===== src/rtl/cmpr_pkg.sv =====
// Shared types, constants and helper functions for the compressed block decoder.
`default_nettype none

package cmpr_pkg;

  // RGB565 field masks.
  localparam logic [15:0] RED_MASK   = 16'hF800;
  localparam logic [15:0] GREEN_MASK = 16'h07E0;
  localparam logic [15:0] BLUE_MASK  = 16'h001F;

  // Alpha codes.
  localparam logic [7:0] ALPHA_OPAQUE = 8'hFF;
  localparam logic [7:0] ALPHA_CLEAR  = 8'h00;

  // Palette entry codes.
  localparam logic [1:0] SEL_C0  = 2'd0;
  localparam logic [1:0] SEL_C1  = 2'd1;
  localparam logic [1:0] SEL_MIX = 2'd2;
  localparam logic [1:0] SEL_ALT = 2'd3;

  // Reciprocal of three for operands below 1024: floor(x / 3) = (x * 683) >> 11.
  localparam logic [20:0] RECIP3     = 21'd683;
  localparam int          RECIP3_SHR = 11;

  // One 8-bit color, red at index 0, green at 1, blue at 2.
  typedef logic [0:2][7:0] rgb_t;

  // Four-entry palette plus the alpha of the last entry.
  typedef struct packed {
    rgb_t [0:3] entry;
    logic [7:0] alpha3;
  } pal_t;

  // Widen an RGB565 color by a plain left shift of each field.
  function automatic rgb_t expand565(input logic [15:0] c);
    rgb_t       rgb;
    logic [15:0] r_f;
    logic [15:0] g_f;
    logic [15:0] b_f;
    r_f = (c & RED_MASK) >> 11;
    g_f = (c & GREEN_MASK) >> 5;
    b_f = c & BLUE_MASK;
    rgb[0] = {r_f[4:0], 3'b000};
    rgb[1] = {g_f[5:0], 2'b00};
    rgb[2] = {b_f[4:0], 3'b000};
    return rgb;
  endfunction

  // Floored division by three of a 10-bit sum whose quotient fits in 8 bits.
  function automatic logic [7:0] div3(input logic [9:0] x);
    logic [20:0] prod;
    prod = 21'(x) * RECIP3;
    return prod[RECIP3_SHR +: 8];
  endfunction

endpackage

`default_nettype wire


===== src/rtl/cmpr_block_decoder.sv =====
// Top level of the compressed block decoder: palette pipeline, pixel serializer, output register.
`default_nettype none

// Each input word is one 4x4 block (two RGB565 endpoints and 32 index bits) and
// yields sixteen output words, one pixel each in raster order, with out_last set
// on the sixteenth. A block passes two palette stages and is then loaded into the
// pixel serializer, from which its first pixel goes to the output register. The
// serializer sends one pixel per cycle while out_ready does not stall the output
// register. The next block is taken and its palette built while the current one
// is still being sent, so blocks follow each other with no gap between their
// pixels.
module cmpr_block_decoder (
  input  wire logic        clk,
  input  wire logic        rst_n,
  input  wire logic        in_valid,
  output logic             in_ready,
  input  wire logic [15:0] in_endpoint_zero,
  input  wire logic [15:0] in_endpoint_one,
  input  wire logic [31:0] in_index_bits,
  output logic             out_valid,
  input  wire logic        out_ready,
  output logic [3:0]       out_pixel_index,
  output logic [7:0]       out_red,
  output logic [7:0]       out_green,
  output logic [7:0]       out_blue,
  output logic [7:0]       out_alpha,
  output logic             out_last
);

  logic                 pal_valid;
  logic                 pal_ready;
  cmpr_pkg::pal_t       pal_data;
  logic [31:0]          pal_idx;

  // Serializer registers.
  logic                 ser_valid_r;
  cmpr_pkg::pal_t       ser_pal_r;
  logic [31:0]          ser_idx_r;
  logic [3:0]           ser_cnt_r;

  // Output register.
  logic                 out_valid_r;
  logic [3:0]           out_pix_r;
  cmpr_pkg::rgb_t       out_rgb_r;
  logic [7:0]           out_alpha_r;
  logic                 out_last_r;

  logic                 out_adv;
  logic                 ser_emit;
  logic                 ser_done;
  logic                 ser_free;
  logic                 ser_load;
  logic [1:0]           sel;
  cmpr_pkg::rgb_t       pix_rgb;
  logic [7:0]           pix_alpha;

  cmpr_palette u_palette (
    .clk              (clk),
    .rst_n            (rst_n),
    .in_valid         (in_valid),
    .in_ready         (in_ready),
    .in_endpoint_zero (in_endpoint_zero),
    .in_endpoint_one  (in_endpoint_one),
    .in_index_bits    (in_index_bits),
    .pal_valid        (pal_valid),
    .pal_ready        (pal_ready),
    .pal_data         (pal_data),
    .pal_idx          (pal_idx)
  );

  // Handshake between serializer and output register.
  assign out_adv   = !out_valid_r || out_ready;
  assign ser_emit  = ser_valid_r && out_adv;
  assign ser_done  = ser_emit && (ser_cnt_r == 4'hF);
  assign ser_free  = !ser_valid_r || ser_done;
  assign pal_ready = ser_free;
  assign ser_load  = pal_valid && ser_free;

  // Palette lookup for the current pixel; the index word shifts left per pixel.
  always_comb begin
    sel       = ser_idx_r[31:30];
    pix_rgb   = ser_pal_r.entry[sel];
    pix_alpha = (sel == cmpr_pkg::SEL_ALT) ? ser_pal_r.alpha3 : cmpr_pkg::ALPHA_OPAQUE;
  end

  always_ff @(posedge clk) begin
    if (!rst_n) begin
      ser_valid_r <= 1'b0;
      ser_cnt_r   <= 4'd0;
    end else if (ser_load) begin
      ser_valid_r <= 1'b1;
      ser_cnt_r   <= 4'd0;
    end else if (ser_done) begin
      ser_valid_r <= 1'b0;
      ser_cnt_r   <= 4'd0;
    end else if (ser_emit) begin
      ser_cnt_r   <= ser_cnt_r + 4'd1;
    end
  end

  always_ff @(posedge clk) begin
    if (ser_load) begin
      ser_pal_r <= pal_data;
      ser_idx_r <= pal_idx;
    end else if (ser_emit) begin
      ser_idx_r <= {ser_idx_r[29:0], 2'b00};
    end
  end

  // Output register.
  always_ff @(posedge clk) begin
    if (!rst_n) begin
      out_valid_r <= 1'b0;
    end else if (out_adv) begin
      out_valid_r <= ser_valid_r;
    end
  end

  always_ff @(posedge clk) begin
    if (ser_emit) begin
      out_pix_r   <= ser_cnt_r;
      out_rgb_r   <= pix_rgb;
      out_alpha_r <= pix_alpha;
      out_last_r  <= ser_cnt_r == 4'hF;
    end
  end

  assign out_valid       = out_valid_r;
  assign out_pixel_index = out_pix_r;
  assign out_red         = out_rgb_r[0];
  assign out_green       = out_rgb_r[1];
  assign out_blue        = out_rgb_r[2];
  assign out_alpha       = out_alpha_r;
  assign out_last        = out_last_r;

`ifndef SYNTHESIS
  // The last flag marks exactly the sixteenth pixel.
  a_last_pos: assert property (@(posedge clk) disable iff (!rst_n)
    out_valid |-> (out_last == (out_pixel_index == 4'hF)))
    else $error("last flag does not match pixel position");

  // Within a block, the next pixel follows right after a taken one.
  a_pix_seq: assert property (@(posedge clk) disable iff (!rst_n)
    out_valid && out_ready && !out_last |=>
      out_valid && (out_pixel_index == $past(out_pixel_index) + 4'd1))
    else $error("pixel sequence broken inside a block");

  // Alpha is either opaque or clear.
  a_alpha: assert property (@(posedge clk) disable iff (!rst_n)
    out_valid |-> (out_alpha == cmpr_pkg::ALPHA_OPAQUE) ||
                  (out_alpha == cmpr_pkg::ALPHA_CLEAR))
    else $error("alpha is neither opaque nor clear");

  // A palette is taken only when the serializer is idle or finishing.
  a_ser_load: assert property (@(posedge clk) disable iff (!rst_n)
    pal_valid && pal_ready |-> !ser_valid_r || (ser_cnt_r == 4'hF))
    else $error("serializer reloaded mid-block");
`endif

endmodule

`default_nettype wire


===== src/rtl/cmpr_palette.sv =====
// Two-stage palette builder: endpoint expansion and sums, then the one-third mixes and palette selection.
`default_nettype none

module cmpr_palette (
  input  wire logic               clk,
  input  wire logic               rst_n,
  input  wire logic               in_valid,
  output logic                    in_ready,
  input  wire logic [15:0]        in_endpoint_zero,
  input  wire logic [15:0]        in_endpoint_one,
  input  wire logic [31:0]        in_index_bits,
  output logic                    pal_valid,
  input  wire logic               pal_ready,
  output cmpr_pkg::pal_t          pal_data,
  output logic [31:0]             pal_idx
);

  // Stage 1 registers.
  logic                       s1_valid_r;
  cmpr_pkg::rgb_t             s1_c0_r;
  cmpr_pkg::rgb_t             s1_c1_r;
  cmpr_pkg::rgb_t             s1_avg_r;
  logic [0:2][9:0]            s1_sum2_r;
  logic [0:2][9:0]            s1_sum3_r;
  logic                       s1_gt_r;
  logic [31:0]                s1_idx_r;

  // Stage 2 registers.
  logic                       s2_valid_r;
  cmpr_pkg::pal_t             s2_pal_r;
  logic [31:0]                s2_idx_r;

  logic                       s1_ready;
  logic                       s2_ready;
  logic                       s1_load;
  logic                       s2_load;
  cmpr_pkg::rgb_t             c0_x;
  cmpr_pkg::rgb_t             c1_x;
  cmpr_pkg::rgb_t             avg_x;
  logic [0:2][9:0]            sum2_x;
  logic [0:2][9:0]            sum3_x;
  cmpr_pkg::pal_t             pal_nxt;

  // Elastic handshake: a stage takes a new word when it is empty or its word moves on.
  assign s2_ready = !s2_valid_r || pal_ready;
  assign s1_ready = !s1_valid_r || s2_ready;
  assign s1_load  = in_valid && s1_ready;
  assign s2_load  = s1_valid_r && s2_ready;
  assign in_ready = s1_ready;

  // Stage 1 datapath: expansion, weighted sums and the average.
  always_comb begin
    c0_x = cmpr_pkg::expand565(in_endpoint_zero);
    c1_x = cmpr_pkg::expand565(in_endpoint_one);
    for (int ch = 0; ch < 3; ch++) begin
      sum2_x[ch] = {1'b0, c0_x[ch], 1'b0} + {2'b00, c1_x[ch]};
      sum3_x[ch] = {2'b00, c0_x[ch]} + {1'b0, c1_x[ch], 1'b0};
      avg_x[ch]  = 8'(({1'b0, c0_x[ch]} + {1'b0, c1_x[ch]}) >> 1);
    end
  end

  always_ff @(posedge clk) begin
    if (!rst_n) begin
      s1_valid_r <= 1'b0;
    end else if (s1_ready) begin
      s1_valid_r <= in_valid;
    end
  end

  always_ff @(posedge clk) begin
    if (s1_load) begin
      s1_c0_r   <= c0_x;
      s1_c1_r   <= c1_x;
      s1_avg_r  <= avg_x;
      s1_sum2_r <= sum2_x;
      s1_sum3_r <= sum3_x;
      s1_gt_r   <= in_endpoint_zero > in_endpoint_one;
      s1_idx_r  <= in_index_bits;
    end
  end

  // Stage 2 datapath: reciprocal divide by three and palette selection.
  always_comb begin
    pal_nxt.entry[cmpr_pkg::SEL_C0] = s1_c0_r;
    pal_nxt.entry[cmpr_pkg::SEL_C1] = s1_c1_r;
    for (int ch = 0; ch < 3; ch++) begin
      pal_nxt.entry[cmpr_pkg::SEL_MIX][ch] =
        s1_gt_r ? cmpr_pkg::div3(s1_sum2_r[ch]) : s1_avg_r[ch];
      pal_nxt.entry[cmpr_pkg::SEL_ALT][ch] = cmpr_pkg::div3(s1_sum3_r[ch]);
    end
    pal_nxt.alpha3 = s1_gt_r ? cmpr_pkg::ALPHA_OPAQUE : cmpr_pkg::ALPHA_CLEAR;
  end

  always_ff @(posedge clk) begin
    if (!rst_n) begin
      s2_valid_r <= 1'b0;
    end else if (s2_ready) begin
      s2_valid_r <= s1_valid_r;
    end
  end

  always_ff @(posedge clk) begin
    if (s2_load) begin
      s2_pal_r <= pal_nxt;
      s2_idx_r <= s1_idx_r;
    end
  end

  assign pal_valid = s2_valid_r;
  assign pal_data  = s2_pal_r;
  assign pal_idx   = s2_idx_r;

endmodule

`default_nettype wire


===== config.mk =====
export PLATFORM = sky130hd
export DESIGN_NAME = cmpr_block_decoder
export DESIGN_NICKNAME = d
export VERILOG_FILES = /design/src/rtl/cmpr_pkg.sv /design/src/rtl/cmpr_block_decoder.sv /design/src/rtl/cmpr_palette.sv
export SDC_FILE = /design/constraint.sdc
export NUM_CORES = 1
export LEC_CHECK = 0
export BUFFER_PORTS_ARGS = -buffer_cell sky130_fd_sc_hd__buf_2
export CAP_MARGIN = 25
export CORE_ASPECT_RATIO = 1.75
export CORE_UTILIZATION = 35
export CTS_BUF_LIST = sky130_fd_sc_hd__clkbuf_16
export CTS_CLUSTER_SIZE = 25
export DETAILED_ROUTE_END_ITERATION = 6
export PLACE_DENSITY = 0.56
export SLEW_MARGIN = 40
export SYNTH_ARGS = -nofsm -noshare
export SYNTH_HDL_FRONTEND = slang
export SYNTH_SLANG_ARGS = --single-unit

===== constraint.sdc =====
create_clock -name clk -period 16.95 [get_ports clk]
set_clock_uncertainty 0.1 [all_clocks]
set_input_delay 3.39 -clock clk [delete_from_list [all_inputs] [get_ports clk]]
set_output_delay 3.39 -clock clk [all_outputs]
set_load 0.005 [all_outputs]

* Word-level counts from Yosys, hierarchy flattened *
Index checks and enable logic that the tools add are counted.

storage, ports and cells
  register bits = 434
  input bits = 68
  output and inout bits = 39

operators by class
  add/sub/neg operators = 10
  $mul = 6
  $lt $le $gt $ge = 2
  equality and inequality tests = 2
  muxes and demuxes = 11
  bitwise logic cells = 2
  reduce and logical (&&, ||, !) cells = 16

operators with widths
  cell                    count
  $mul 10x10->19 const B  6
  $mux 32                 2
  $bmux 24 s2             1
  $mux 24                 2
  $mux 8                  4
  $add 8x9->10            3
  $add 9x8->10            3
  $add 8x8->9             3
  $gt 16x16->1            1
  $logic_and 1x1->1       5
  $add 4x1->4 const B     1
  $eq 4x4->1 const B      1
  $logic_not 1->1         4
  $logic_or 1x1->1        4
  $reduce_bool 2->1       2
  $ge 3x3->1 const B      1
  $not 2->3               1
  $reduce_or 3->1         1
  $eq 2x2->1 const B      1
  $mux 1                  2
  $not 1->1               1

* Longest topological paths before layout *
  word-level depth = 8
  depth in mapped cells = 15
  mapped depth without buffers = 15

* Cells and area by module *
A second synthesis with hierarchy kept.

second synthesis, totals
  cells, all modules = 1671
  area, all modules = 23351.1 um^2

by module, submodules not included
  module              instances  cells an instance  area an instance (um^2)  seq. area each (um^2)
  cmpr_palette        1          1316               16728.5                  7096.8
  cmpr_block_decoder  1          355                6622.6                   5315.1

* Worst setup path after synthesis *
OpenSTA, ideal clock, no wires.

  path kind = input to register
  start point = input port out_ready
  end point = register u_palette.s2_pal_r, in the netlist u_palette.pal_data[100], enable pin
  library setup time = 758 ps
  arrival = 11863 ps
  required time = 16092 ps
  setup slack = 4230 ps
  stages = 3
  cell sequence = nor2b_1 o21a_1 a21boi_0

on the way
  longest elaborated chain between the ends = 6

RTL lines
  element                 line                      source
  start: declaration      cmpr_block_decoder.sv:21  input wire logic out_ready,
  $logic_or 1x1->1        cmpr_block_decoder.sv:72  assign out_adv = !out_valid_r || out_ready;
  $logic_and 1x1->1       cmpr_block_decoder.sv:73  assign ser_emit = ser_valid_r && out_adv;
  $logic_and 1x1->1       cmpr_block_decoder.sv:74  assign ser_done = ser_emit && (ser_cnt_r == 4'hF);
  $logic_or 1x1->1        cmpr_block_decoder.sv:75  assign ser_free = !ser_valid_r || ser_done;
  $logic_or 1x1->1        cmpr_palette.sv:45        assign s2_ready = !s2_valid_r || pal_ready;
  $logic_and 1x1->1       cmpr_palette.sv:48        assign s2_load = s1_valid_r && s2_ready;
  net u_palette.s2_load   cmpr_palette.sv:36        logic s2_load;
  end signal: assignment  cmpr_palette.sv:104       s2_pal_r <= pal_nxt;
  end: declaration        cmpr_palette.sv:30        cmpr_pkg::pal_t s2_pal_r;

The timed path passes the listed nets, and every way through them passes these cells.
A chain may end at the register's enable or synchronous reset.

* Worst setup path in the final report *
  start point = input port out_ready
  end point = output port in_ready

on the way
  longest elaborated chain between the ends = 6

RTL lines
  element            line                      source
  $logic_or 1x1->1   cmpr_block_decoder.sv:72
  $logic_and 1x1->1  cmpr_block_decoder.sv:73
  $logic_and 1x1->1  cmpr_block_decoder.sv:74
  $logic_or 1x1->1   cmpr_block_decoder.sv:75
  $logic_or 1x1->1   cmpr_palette.sv:45
  $logic_or 1x1->1   cmpr_palette.sv:46        assign s1_ready = !s1_valid_r || s2_ready;
  end: declaration   cmpr_block_decoder.sv:16  output logic in_ready,

No other way between the ends.

==> out/results.ini <==
[status]
status=finished, final reports clean

[detailed_routing]
avgRoutedWirePerCell_um=16.97
ant_nets=0
wl_met2_um=23900
vias=12070
top_layer=met5
m1WireLength_um=15760
vias_per_cell=4.767
drc=0
drt-pass1-iter-count=7
drt_iter0_markers=295
met3_length_um=1772
routed_wirelength_um=42960

[sta]
worst_pin_slew_ns=0.7966
finalCriticalPeriod_ns=7.868
fin_crit_sh=0.4642
rsz0062_at_grt=false
hold-worst-slack_ns=0.3081
slew_headroom=0.4689
slew_violations=0
hold_viol=0
finalSetupTns_ns=0
finalSetupViolations=0
fmax_mhz=127.1

[synthesis]
synth.net_count=2060
synth-edff-count=378
synth-seq-area-share=0.5224
syn_inst=1562
synth.distinct_cells=53
async_reset_ff_frac=0
yosysWarnings=0
avgSynthCellArea_um2=14.11
synth_flop_cell=edfxtp_1
syn_area_um2=22030
ys_ff_latch=386

[worst_setup_path]
end_kind=primary output
crit_arrival_ns=4.38
cp-startpoint=out_ready
critical_path_required_ns=13.46
r2r_start=u_palette.s1_sum2_r[13]$_DFFE_PP_
crit_type=primary input to primary output
startpoint_type=primary input
crit_fanout=6

[grt]
overflow=0
grt_pass1_wl_um=67940
grt_pass1_vias=13020
grt_max_degree=80
grt_antenna_before_repair=9
grt_util_all_layers=0.1389

[hold_path]
min_from=u_palette.pal_data[48]$_SDFFCE_PN0P_
worstHoldPathType=register to register

[cts]
htreeDepth=2
post_cts_buffers=0
clock-sinks=386
cts_root_buffer=clkbuf_16
cts_buffer_depth=3
cts_tree=done
clock_latency_ns=0.56
cts_buffers=39
cts_resized=0
clkSlewWorstSetupHoldPaths_ns=0.06
cts_hold_buf=0

[floorplanning]
die_area_um2=64000
core_area_um2=62220
fp.dieW_um=191.7
start_util=0.3541
rows=121
dieHeight_um=333.9
ios=107

[finish]
mostFrequentLayoutCells=378 x edfxtp_1, 359 x ha_1, 242 x inv_1
drive_above_1_share=0.1388
layout.nets=2198
fin_area_um2=24850
multi_input_comb_area_um2=9583
nFillCells=5785
regArea_um2=11510
syn2layout_area_growth_pct=12.78
final_common_cell=edfxtp_1

[power_and_ir_drop]
max-vdd-ir-drop_mv=0.1018
p_per_area_nw_per_um2=140.7
p_leak_nw=10.76
power_mw=3.495

[place]
globalplace.congestion=0.8200
place_hpwl_um=33330
dpl_cell_area_um2=23590
portBuffers=106

[job]
max_cap_viol_count=0

registers in the layout, summed over array words and instances, names as in the netlist, 8 cells and up:
signal / cells
ser_pal_r: 81
u_palette.pal_data: 81
ser_idx_r: 32
u_palette.pal_idx: 32
u_palette.pal_nxt: 32
u_palette.s1_idx_r: 32
u_palette.s1_avg_r: 19
u_palette.s1_sum2_r: 19
u_palette.s1_sum3_r: 19
out_blue: 8
out_green: 8
out_red: 8
critical path: stages:
cell and delay [ns]:
buf_2 0.10, nor2b_1 0.19, o21a_1 0.40, nand3_1 0.15, buf_2 0.15
per-layer routing:
| layer | up-vias | GRT usage |
|---|---|---|
| li1 | 5874 | - |
| met2 | 195 | 0.2703 |
| met1 | 5894 | 0.1403 |
| met4 | 12 | 0.05404 |
| met5 | - | 0 |
| met3 | 90 | 0.02844 |
area by class of cell:
type,instances,share of cell area
antenna,3,0.0003021
clock buffer,39,0.03927
clock inverter,31,0.01098
inverter,232,0.03505
multi-input combinational,924,0.3857
sequential,386,0.4632
tap,799,0.04023
timing repair buffer,117,0.02528
kinds of logic (layout without fill, tap and decap cells):
logic type / after synthesis / in the layout / synth area share
adder cells (fa/ha/maj): 430 / 430 / 0.2684
XOR/XNOR: 94 / 94 / 0.03737
buffers and inverters: 252 / 419 / 0.04418
AND/OR/NAND/NOR: 163 / 163 / 0.03504
multiplexers: 64 / 64 / 0.04060
AO/OA/AOI/OAI: 173 / 173 / 0.05202
other: 0 / 3 / 0
flip-flops: 386 / 386 / 0.5224
where the power goes:
group          internal [mW]  switching [mW]  total [mW]
combinational          0.623           0.778        1.40
clock                  0.471           0.368       0.839
sequential              1.22          0.0405        1.26
through the flow:
| step | setup slack [ns] | util | instances |
|---|---|---|---|
| 4_1_cts | 9.048 | 0.3992 | 2528 |
| 2_1_floorplan | 4.230 | - | 1562 |
| 3_5_place_dp | 9.057 | 0.3791 | 2458 |
| 5_1_grt | 8.982 | 0.3993 | 2531 |
| 3_3_place_gp | 9.087 | 0.3788 | 2457 |
| 6_report | 9.082 | 0.3993 | 2531 |
cell usage after synthesis, types with 3 or more instances:
library cell / n / area [um2]
a31o_2: 3 / 26.28
mux2i_1: 8 / 80.08
nand3_1: 14 / 70.07
nor3_1: 12 / 60.06
a21o_1: 25 / 187.7
ha_1: 359 / 4492
o211ai_1: 3 / 22.52
o21bai_1: 13 / 97.59
mux2_2: 39 / 439.2
dfxtp_1: 8 / 160.2
and3_1: 7 / 43.79
mux4_2: 16 / 360.4
a21oi_1: 57 / 285.3
xor2_1: 23 / 201.4
a211oi_1: 4 / 30.03
a221oi_1: 4 / 35.03
clkbuf_1: 9 / 33.78
nand2_1: 24 / 90.09
nor2b_1: 20 / 125.1
edfxtp_1: 378 / 11350
a31oi_1: 4 / 25.02
nor2_1: 64 / 240.2
xnor2_1: 71 / 621.9
o21ai_0: 22 / 110.1
nand2b_1: 5 / 31.28
fa_1: 71 / 1421
a41oi_1: 3 / 26.28
buf_4: 7 / 52.55
buf_1: 3 / 11.26
o21a_1: 18 / 135.1
inv_1: 232 / 870.8
nand4_1: 9 / 56.30
worst paths after layout:
path	end	slack, ns	cells past startpoint
worst min register to register	ser_pal_r[48]$_DFFE_PP_	0.31	0
worst max register to register	u_palette.pal_data[47]$_DFFE_PP_	12.10	15
worst min-delay path	ser_pal_r[48]$_DFFE_PP_	0.31	0
worst max-delay path	in_ready	9.08	5
(Power assumes the default switching activity.)
